[config.mk]
export PLATFORM = sky130hd
export DESIGN_NAME = radio_credit_chunk_sender_flat
export DESIGN_NICKNAME = d
export VERILOG_FILES = /design/src/hdl/rccs_pkg.sv /design/src/hdl/rccs_if.sv /design/src/hdl/radio_credit_chunk_sender.sv /design/src/hdl/rccs_cfg_regs.sv /design/src/hdl/rccs_credit_core.sv /design/src/flat_wrapper.sv
export VERILOG_INCLUDE_DIRS = /design/src /design/src/hdl
export SDC_FILE = /design/constraint.sdc
export NUM_CORES = 1
export LEC_CHECK = 0
export ABC_AREA = 1
export BUFFER_PORTS_ARGS = -buffer_cell sky130_fd_sc_hd__buf_2
export CAP_MARGIN = 20
export CORE_ASPECT_RATIO = 1.75
export CORE_MARGIN = 2
export CORE_UTILIZATION = 55
export CTS_CLUSTER_SIZE = 8
export DETAILED_ROUTE_END_ITERATION = 12
export HOLD_SLACK_MARGIN = 0.02
export PLACE_DENSITY = 0.73
export SETUP_SLACK_MARGIN = 0.5
export SYNTH_ARGS = -nofsm -noshare
export SYNTH_HDL_FRONTEND = slang
export SYNTH_SLANG_ARGS = --single-unit
[constraint.sdc]
create_clock -name clk -period 10.3 [get_ports clk]
set_clock_uncertainty 0.1 [all_clocks]
set_input_delay 2.06 -clock clk [delete_from_list [all_inputs] [get_ports clk]]
set_output_delay 2.06 -clock clk [all_outputs]
set_load 0.02 [all_outputs]
[src/hdl/radio_credit_chunk_sender_defines.svh]
`ifndef RADIO_CREDIT_CHUNK_SENDER_DEFINES_SVH
`define RADIO_CREDIT_CHUNK_SENDER_DEFINES_SVH

// Assertion helpers. Each one expects the enclosing module to have clk and
// an active-low rst_n in scope.

// The consequent must hold in the same cycle as the antecedent.
`define RCCS_ASSERT_SAME(label, ante, cons, msg) \
    label: assert property (@(posedge clk) disable iff (!rst_n) (ante) |-> (cons)) \
        else $error(msg);

// The consequent must hold in the cycle after the antecedent.
`define RCCS_ASSERT_NEXT(label, ante, cons, msg) \
    label: assert property (@(posedge clk) disable iff (!rst_n) (ante) |=> (cons)) \
        else $error(msg);

`endif

[src/hdl/rccs_pkg.sv]
`timescale 1ns / 1ps
`default_nettype none

package rccs_pkg;

    // Request kinds carried in req_type.
    localparam logic [1:0] REQ_REPORT  = 2'd0;
    localparam logic [1:0] REQ_TIMEOUT = 2'd1;
    localparam logic [1:0] REQ_CHUNK   = 2'd2;

    // Configuration register indexes.
    localparam int unsigned CFG_IDX_W = 2;
    localparam logic [CFG_IDX_W-1:0] CFG_TIMEOUT_MS = 2'd0;
    localparam logic [CFG_IDX_W-1:0] CFG_SLOT_COUNT = 2'd1;
    localparam logic [CFG_IDX_W-1:0] CFG_CHUNK_MAX  = 2'd2;

    localparam int unsigned CFG_DATA_W = 16;

    // Register values after reset.
    localparam logic [15:0] TIMEOUT_MS_RESET = 16'd500;
    localparam logic [7:0]  SLOT_COUNT_RESET = 8'd4;
    localparam logic [7:0]  CHUNK_MAX_RESET  = 8'd30;

    localparam logic [7:0]  COUNT_MAX = 8'hFF;

    typedef struct packed {
        logic [1:0]  req_type;
        logic [31:0] now_ms;
        logic        report_present;
        logic [7:0]  free_reported;
        logic [11:0] buf_avail;
        logic [11:0] frame_len;
        logic        link_accept;
    } item_t;

    typedef struct packed {
        logic [7:0] chunk_len;
        logic       stop;
        logic [7:0] slots_free;
        logic [7:0] outstanding_now;
    } result_t;

    typedef struct packed {
        logic [15:0] timeout_ms;
        logic [7:0]  slot_count;
        logic [7:0]  chunk_max;
    } cfg_t;

endpackage

`default_nettype wire

[src/hdl/rccs_if.sv]
`timescale 1ns / 1ps
`default_nettype none

// Input item channel.
interface rccs_req_if;
    import rccs_pkg::*;
    logic  valid;
    logic  ready;
    item_t data;
    modport source (output valid, output data, input ready);
    modport sink (input valid, input data, output ready);
endinterface

// Result channel.
interface rccs_rsp_if;
    import rccs_pkg::*;
    logic    valid;
    logic    ready;
    result_t data;
    modport source (output valid, output data, input ready);
    modport sink (input valid, input data, output ready);
endinterface

// Configuration write channel.
interface rccs_cfg_if;
    import rccs_pkg::*;
    logic                  valid;
    logic                  ready;
    logic [CFG_IDX_W-1:0]  index;
    logic [CFG_DATA_W-1:0] wdata;
    modport source (output valid, output index, output wdata, input ready);
    modport sink (input valid, input index, input wdata, output ready);
endinterface

`default_nettype wire

[src/hdl/radio_credit_chunk_sender.sv]
// A result beat passes the input register and then the result register, and
// can wait in either while the result side is stalled.
// Throughput: one item per cycle; the input stage frees up whenever the result
// register is empty or its beat is being taken, so items can follow back to back.
// Reset (rst_n low, asynchronous): both stages empty, credit state cleared, and
// the registers return to timeout_ms 500, slot_count 4, chunk_max 30.
`timescale 1ns / 1ps
`default_nettype none
`include "radio_credit_chunk_sender_defines.svh"

module radio_credit_chunk_sender #(
    parameter int unsigned BUF_BYTES = 2048
) (
    input  wire logic   clk,
    input  wire logic   rst_n,
    rccs_req_if.sink    req,
    rccs_rsp_if.source  rsp,
    rccs_cfg_if.sink    cfg
);
    import rccs_pkg::*;

    // Stage one holds the accepted item. Its state effects are applied by the
    // credit core at the same edge at which it moves into the result register,
    // so the next item always sees fully updated credit and frame state.
    logic    s1_valid_reg;
    item_t   s1_item_reg;

    // Result register. It acts as the skid stage between the two sides: a new
    // input beat can be taken while a finished result still waits here.
    logic    out_valid_reg;
    result_t out_data_reg;

    cfg_t    cfg_regs;
    result_t core_result;

    logic    out_free;
    logic    s1_adv;
    logic    in_fire;

    rccs_cfg_regs u_cfg_regs (
        .clk   (clk),
        .rst_n (rst_n),
        .cfg   (cfg),
        .regs  (cfg_regs)
    );

    rccs_credit_core #(
        .BUF_BYTES (BUF_BYTES)
    ) u_credit_core (
        .clk    (clk),
        .rst_n  (rst_n),
        .cfg    (cfg_regs),
        .fire   (s1_adv),
        .item   (s1_item_reg),
        .result (core_result)
    );

    // The result register can load when it is empty or its beat leaves now.
    assign out_free  = !out_valid_reg || rsp.ready;
    assign s1_adv    = s1_valid_reg && out_free;
    // Stage one can take a beat when it is empty or is moving on this cycle.
    assign req.ready = !s1_valid_reg || out_free;
    assign in_fire   = req.valid && req.ready;

    assign rsp.valid = out_valid_reg;
    assign rsp.data  = out_data_reg;

    always_ff @(posedge clk or negedge rst_n)
    begin
        if (!rst_n)
        begin
            s1_valid_reg  <= 1'b0;
            out_valid_reg <= 1'b0;
        end
        else
        begin
            if (in_fire)
            begin
                s1_valid_reg <= 1'b1;
            end
            else if (s1_adv)
            begin
                s1_valid_reg <= 1'b0;
            end

            if (s1_adv)
            begin
                out_valid_reg <= 1'b1;
            end
            else if (rsp.ready)
            begin
                out_valid_reg <= 1'b0;
            end
        end
    end

    // Payload registers carry no reset; the valid flags above qualify them.
    always_ff @(posedge clk)
    begin
        if (in_fire)
        begin
            s1_item_reg <= req.data;
        end
        if (s1_adv)
        begin
            out_data_reg <= core_result;
        end
    end

    // Back pressure reaches the input only when both stages are full and stalled.
    `RCCS_ASSERT_SAME(a_stall_only_when_full, !req.ready, s1_valid_reg && out_valid_reg && !rsp.ready, "input stalled while a stage had room")
    // A result beat appears only after an item has sat in stage one.
    `RCCS_ASSERT_SAME(a_result_from_stage, $rose(out_valid_reg), $past(s1_valid_reg), "result appeared without a staged item")
    // An item that leaves stage one is offered as a result in the next cycle.
    `RCCS_ASSERT_NEXT(a_stage_to_result, s1_adv, out_valid_reg, "advanced item did not reach the result register")

endmodule

`default_nettype wire

[src/hdl/rccs_cfg_regs.sv]
`timescale 1ns / 1ps
`default_nettype none

module rccs_cfg_regs (
    input  wire logic          clk,
    input  wire logic          rst_n,
    rccs_cfg_if.sink           cfg,
    output rccs_pkg::cfg_t     regs
);
    import rccs_pkg::*;

    cfg_t regs_reg;

    // Writes are always taken; an unknown index is dropped.
    assign cfg.ready = 1'b1;
    assign regs      = regs_reg;

    always_ff @(posedge clk or negedge rst_n)
    begin
        if (!rst_n)
        begin
            regs_reg.timeout_ms <= TIMEOUT_MS_RESET;
            regs_reg.slot_count <= SLOT_COUNT_RESET;
            regs_reg.chunk_max  <= CHUNK_MAX_RESET;
        end
        else if (cfg.valid)
        begin
            case (cfg.index)
                CFG_TIMEOUT_MS: regs_reg.timeout_ms <= cfg.wdata;
                CFG_SLOT_COUNT: regs_reg.slot_count <= cfg.wdata[7:0];
                CFG_CHUNK_MAX:  regs_reg.chunk_max  <= cfg.wdata[7:0];
                default:        ;
            endcase
        end
    end

endmodule

`default_nettype wire

[src/hdl/rccs_credit_core.sv]
`timescale 1ns / 1ps
`default_nettype none
`include "radio_credit_chunk_sender_defines.svh"

module rccs_credit_core #(
    parameter int unsigned BUF_BYTES = 2048
) (
    input  wire logic           clk,
    input  wire logic           rst_n,
    input  wire rccs_pkg::cfg_t cfg,
    input  wire logic           fire,
    input  wire rccs_pkg::item_t item,
    output rccs_pkg::result_t   result
);
    import rccs_pkg::*;

    localparam logic [12:0] BUF_LIMIT = 13'(BUF_BYTES);

    logic [7:0]  outstanding_reg,      outstanding_next;
    logic [7:0]  last_free_reg,        last_free_next;
    logic [31:0] last_report_time_reg, last_report_time_next;
    logic        report_seen_reg,      report_seen_next;
    logic [11:0] frame_left_reg,       frame_left_next;

    logic [11:0] avail_sat;
    logic [11:0] flen_sat;
    logic [7:0]  free_now;
    logic [7:0]  rep_clamp;
    logic [7:0]  rise;
    logic [31:0] elapsed;
    logic        timed_out;
    logic [11:0] frame_base;
    logic [11:0] chunk_cap;
    logic [11:0] send_len;
    logic [7:0]  sent;
    logic        stop;

    always_comb
    begin
        // Buffer figures beyond the buffer size are taken as the size.
        avail_sat = ({1'b0, item.buf_avail} > BUF_LIMIT) ? BUF_LIMIT[11:0] : item.buf_avail;
        flen_sat  = ({1'b0, item.frame_len} > BUF_LIMIT) ? BUF_LIMIT[11:0] : item.frame_len;

        free_now  = (outstanding_reg >= cfg.slot_count) ? 8'd0
                                                        : cfg.slot_count - outstanding_reg;
        rep_clamp = (item.free_reported < cfg.slot_count) ? item.free_reported
                                                          : cfg.slot_count;
        rise      = rep_clamp - last_free_reg;
        elapsed   = item.now_ms - last_report_time_reg;
        timed_out = elapsed > {16'd0, cfg.timeout_ms};

        // A new frame length is picked up only when none is in progress.
        frame_base = (frame_left_reg == 12'd0) ? flen_sat : frame_left_reg;
        chunk_cap  = (frame_base < {4'd0, cfg.chunk_max}) ? frame_base
                                                          : {4'd0, cfg.chunk_max};
        send_len   = (chunk_cap < avail_sat) ? chunk_cap : avail_sat;

        outstanding_next      = outstanding_reg;
        last_free_next        = last_free_reg;
        last_report_time_next = last_report_time_reg;
        report_seen_next      = report_seen_reg;
        frame_left_next       = frame_left_reg;
        sent                  = 8'd0;
        stop                  = 1'b0;

        case (item.req_type)
            REQ_REPORT:
            begin
                if (item.report_present)
                begin
                    if (rep_clamp > last_free_reg)
                    begin
                        outstanding_next = (outstanding_reg > rise) ? outstanding_reg - rise
                                                                    : 8'd0;
                    end
                    last_free_next        = rep_clamp;
                    last_report_time_next = item.now_ms;
                    report_seen_next      = 1'b1;
                end
            end
            REQ_TIMEOUT:
            begin
                if ((outstanding_reg != 8'd0) && report_seen_reg && timed_out)
                begin
                    outstanding_next      = outstanding_reg - 8'd1;
                    last_report_time_next = item.now_ms;
                end
            end
            REQ_CHUNK:
            begin
                stop = 1'b1;
                if ((free_now != 8'd0) && (avail_sat != 12'd0))
                begin
                    frame_left_next = frame_base;
                    if ((frame_base != 12'd0) && (send_len != 12'd0) && item.link_accept)
                    begin
                        sent             = send_len[7:0];
                        frame_left_next  = frame_base - send_len;
                        outstanding_next = (outstanding_reg != COUNT_MAX)
                                           ? outstanding_reg + 8'd1 : outstanding_reg;
                        stop             = 1'b0;
                    end
                end
            end
            default:
            begin
            end
        endcase

        result.chunk_len       = sent;
        result.stop            = stop;
        result.slots_free      = (outstanding_next >= cfg.slot_count)
                                 ? 8'd0 : cfg.slot_count - outstanding_next;
        result.outstanding_now = outstanding_next;
    end

    always_ff @(posedge clk or negedge rst_n)
    begin
        if (!rst_n)
        begin
            outstanding_reg      <= 8'd0;
            last_free_reg        <= 8'd0;
            last_report_time_reg <= 32'd0;
            report_seen_reg      <= 1'b0;
            frame_left_reg       <= 12'd0;
        end
        else if (fire)
        begin
            outstanding_reg      <= outstanding_next;
            last_free_reg        <= last_free_next;
            last_report_time_reg <= last_report_time_next;
            report_seen_reg      <= report_seen_next;
            frame_left_reg       <= frame_left_next;
        end
    end

    `RCCS_ASSERT_SAME(a_sent_not_stopped, fire && (result.chunk_len != 8'd0), !result.stop && (result.chunk_len <= cfg.chunk_max), "sent chunk is flagged stop or exceeds chunk_max")
    `RCCS_ASSERT_NEXT(a_only_chunk_raises, fire && (item.req_type != REQ_CHUNK), outstanding_reg <= $past(outstanding_reg), "outstanding rose on a non-chunk item")
    `RCCS_ASSERT_SAME(a_free_within_slots, fire, result.slots_free <= cfg.slot_count, "slots_free exceeds slot_count")

endmodule

`default_nettype wire

[src/flat_wrapper.sv]
// flat-port wrapper written by rule: the top's interface ports become plain ports
module radio_credit_chunk_sender_flat import rccs_pkg::*;
#(
    parameter int unsigned BUF_BYTES = 2048
)
  (clk, rst_n, req_valid, req_data, req_ready, rsp_valid, rsp_data, rsp_ready, cfg_valid, cfg_index, cfg_wdata, cfg_ready);
  rccs_req_if req_i ();
  rccs_rsp_if rsp_i ();
  rccs_cfg_if cfg_i ();
  input  wire logic clk;
  input  wire logic rst_n;
  input wire logic [$bits(req_i.valid)-1:0] req_valid;
  input wire logic [$bits(req_i.data)-1:0] req_data;
  output wire logic [$bits(req_i.ready)-1:0] req_ready;
  output wire logic [$bits(rsp_i.valid)-1:0] rsp_valid;
  output wire logic [$bits(rsp_i.data)-1:0] rsp_data;
  input wire logic [$bits(rsp_i.ready)-1:0] rsp_ready;
  input wire logic [$bits(cfg_i.valid)-1:0] cfg_valid;
  input wire logic [$bits(cfg_i.index)-1:0] cfg_index;
  input wire logic [$bits(cfg_i.wdata)-1:0] cfg_wdata;
  output wire logic [$bits(cfg_i.ready)-1:0] cfg_ready;
  assign req_i.valid = req_valid;
  assign req_i.data = req_data;
  assign req_ready = req_i.ready;
  assign rsp_valid = rsp_i.valid;
  assign rsp_data = rsp_i.data;
  assign rsp_i.ready = rsp_ready;
  assign cfg_i.valid = cfg_valid;
  assign cfg_i.index = cfg_index;
  assign cfg_i.wdata = cfg_wdata;
  assign cfg_ready = cfg_i.ready;
  radio_credit_chunk_sender #(.BUF_BYTES(BUF_BYTES)) u_core (.clk(clk), .rst_n(rst_n), .req(req_i), .rsp(rsp_i), .cfg(cfg_i));
endmodule
==> load_flow_metrics.sql <==
INSERT INTO impl_metrics (metric_group, metric, value, unit) VALUES
('route', 'detailedRoute.firstPassIterationCount', '5', ''),
('worst_setup_path', 'timing.reg2reg.setup_slack', '2.84', 'ns'),
('status', 'status', 'completed', ''),
('clock_network', 'clock_h_tree_levels', '4', ''),
('floorplan', 'die_height', '204.9', 'um'),
('worst_setup_path', 'worst-path-max-fanout', '16', ''),
('floorplan', 'floorplan.die_area', '24330', 'sq um'),
('route', 'drt_wl_total', '31810', 'um'),
('global_route', 'grt_pass1_vias', '10686', ''),
('clock_network', 'cts_post_setup_buffers_inserted', '0', ''),
('timing', 'tns', '0', 'ns'),
('final_layout', 'multi_input_comb_area', '6470', 'sq um'),
('clock_network', 'ctsLongestPathBuffers', '2', ''),
('global_route', 'grt_start_max_net_pins', '69', ''),
('synthesis', 'synth.ff_latch_count', '188', ''),
('worst_setup_path', 'timing.critical_path.arrival', '7.61', 'ns'),
('global_route', 'grt_util_all_layers', '27.16', '%'),
('worst_setup_path', 'path_delay_family', 'compound AO/OA/AOI/OAI gates', ''),
('timing', 'timing.hold.ws', '0.3556', 'ns'),
('synthesis', 'most_frequently_used_cell_type_in_the_post_synthesis_netlist', 'nand2_1', ''),
('route', 'viasPerCell', '5.455', ''),
('final_layout', 'postLayoutCoreUtil', '62.36', '%'),
('floorplan', 'start_util', '55.97', '%'),
('final_layout', 'fill_count', '2059', ''),
('synthesis', 'yosysSeqAreaShare', '40.89', '%'),
('worst_setup_path', 'worstPathRequired', '10.45', 'ns'),
('route', 'detailroute.via_count', '10659', ''),
('clock_network', 'cts_bufs_inserted', '17', ''),
('synthesis', 'yosys.area.top_type', 'edfxtp_1', ''),
('power_and_ir_drop', 'power.ir.vdd_worst', '0.1792', 'mV'),
('clock_network', 'cts.sink_count', '188', ''),
('synthesis', 'synth.cell_area', '12680', 'sq um'),
('floorplan', 'placementRows', '73', ''),
('placed_design', 'routabilityCongestion', '0.9738', ''),
('worst_setup_path', 'critical-path-slowest-cell', 'o21ai_1', ''),
('final_layout', 'drive_above_1_share', '13.78', '%'),
('clock_network', 'post_cts_resized', '0', ''),
('synthesis', 'synthCells', '1519', ''),
('timing', 'timing_hold_violations_final', '0', ''),
('power_and_ir_drop', 'p_int', '2119', 'uW'),
('route', 'ant_nets', '0', ''),
('placed_design', 'post-dp-hpwl', '25350', 'um'),
('route', 'initialDrtViolationCount', '518', ''),
('clock_network', 'worst_setup_hold_path_clk_slew', '0.07', 'ns'),
('power_and_ir_drop', 'leakagePower', '0.006958', 'uW'),
('flow_run', 'maxCapViolCount', '0', ''),
('global_route', 'antenna_found_initial', '0', ''),
('worst_setup_path', 'cp_num_buf_inv', '4', ''),
('synthesis', 'ys_types', '66', ''),
('floorplan', 'pin_count', '119', ''),
('synthesis', 'synthDominantCellAreaShare', '22.03', '%'),
('global_route', 'grt_first_pass_wirelength', '51070', 'um'),
('synthesis', 'synthesis.area_per_instance', '8.347', 'sq um'),
('synthesis', 'async_flop_share', '50.53', '%'),
('timing', 'worst_slew_slack_as_a_fraction_of_its_limit', '34.68', '%'),
('synthesis', 'synthTopCellsByCount', '270 x nand2_1, 232 x inv_1, 150 x nor2_1', ''),
('timing', 'final.period_utilization', '72.46', '%'),
('timing', 'timing.final.max_slew_violations', '0', ''),
('route', 'drc_viols', '0', ''),
('clock_network', 'root_buf_cell', 'clkbuf_16', ''),
('worst_setup_path', 'r2r_start', 'u_core.u_cfg_regs.regs[9]', ''),
('timing', 'grt_setup_unrepaired', 'false', ''),
('timing', 'max_slew.worst_pin.slew', '0.9732', 'ns'),
('final_layout', 'final-instance-count-excl-fill', '1954', ''),
('synthesis', 'ys.flop_type', 'edfxtp_1', ''),
('final_layout', 'number_of_flip_flops_under_the_largest_register_name', '68', ''),
('synthesis', 'synth-edff-count', '93', ''),
('final_layout', 'area_delta_synth_final', '11.42', '%'),
('global_route', 'globalRouteOverflowTotal', '0', ''),
('timing', 'timing.final.setup_violations', '0', ''),
('worst_setup_path', 'worst_setup_start_kind', 'register', '');
==> worst reg2reg max path: cells and delay by family, from the launching register on <==
family,cells,cell delay [ns]
AO/OA/AOI/OAI,18,3.34
XOR/XNOR,1,0.15
adder cells (fa/ha/maj),6,1.81
buffers and inverters,4,0.36
flip-flops,1,0.44
AND/OR/NAND/NOR,9,1.05
==> worst paths after layout <==
| check | endpoint | depth (start not counted) |
|---|---|---|
| worst max-delay path | u_core.rsp.data[11] | 38 |
| worst min-delay path | u_core.u_credit_core.report_seen_reg | 2 |
| worst max register to register | u_core.rsp.data[11] | 38 |
| worst min register to register | u_core.u_credit_core.report_seen_reg | 2 |
| max in group asynchronous | u_core.u_credit_core.outstanding_reg[7] | 2 |
| min in group asynchronous | u_core.u_cfg_regs.regs[28] | 1 |
==> routing by layer <==
layer | up-vias | track usage [%] | part of all wire (%) | wire [um]
li1 | 5325 | - | - | -
met1 | 4923 | 26.81 | 35 | 11210
met2 | 294 | 52.07 | 56 | 17660
met3 | 117 | 3.953 | 3.2 | 1033
met4 | 0 | 17.35 | 6.0 | 1915
met5 | - | 0 | 0 | 0
==> per-stage QoR <==
stage / area (sq um) / total power [uW]
finish: 14130 / 3941
global placement: 13580 / 3278
CTS: 14100 / 3943
global route: 14130 / 4297
floorplan: 12690 / 2781
detailed placement: 13580 / 3328
==> layout make-up <==
type / count / area share, %
Clock buffer: 19 / 3.065
Clock inverter: 13 / 0.6289
Inverter: 239 / 6.422
Multi-Input combinational cell: 1070 / 45.80
Sequential cell: 188 / 36.70
Tap cell: 300 / 2.657
Timing Repair Buffer: 125 / 4.730
==> kinds of logic after synthesis <==
family                   count (synthesis)  share of synthesized area [%]
AO/OA/AOI/OAI                          313                          14.18
XOR/XNOR                                49                          3.385
adder cells (fa/ha/maj)                124                          12.59
buffers and inverters                  264                          8.211
flip-flops                             188                          40.89
multiplexers                             1                        0.08881
other                                    2                        0.05923
AND/OR/NAND/NOR                        578                          20.60
==> power by group through the flow <==
stage / Sequential (uW) / Combinational (uW) / Clock (uW)
3_3_place_gp: 1100 / 2170 / 0
4_1_cts: 1090 / 2230 / 615
6_report: 1100 / 2250 / 600
2_1_floorplan: 1110 / 1670 / 0
5_1_grt: 1110 / 2550 / 639
3_5_place_dp: 1110 / 2220 / 0
==> placed cells by master, fill, tap and decap left out, types with 7 or more instances in the layout <==
cell type and instances:
a21oi_1 133, a31oi_1 11, buf_2 116, buf_4 8, clkbuf_16 17, dfrtp_1 84
dfstp_2 11, edfxtp_1 93, ha_1 118, inv_1 231, nand2_1 270, nand2_2 15
nand2_4 12, nand3_1 55, nand3b_1 7, nand4_1 17, nor2_1 150, nor3_1 21
nor4_1 8, o211ai_1 10, o21ai_0 91, o21ai_1 19, xnor2_1 18, xor2_1 31
Power figures use the tool's default switching activity.
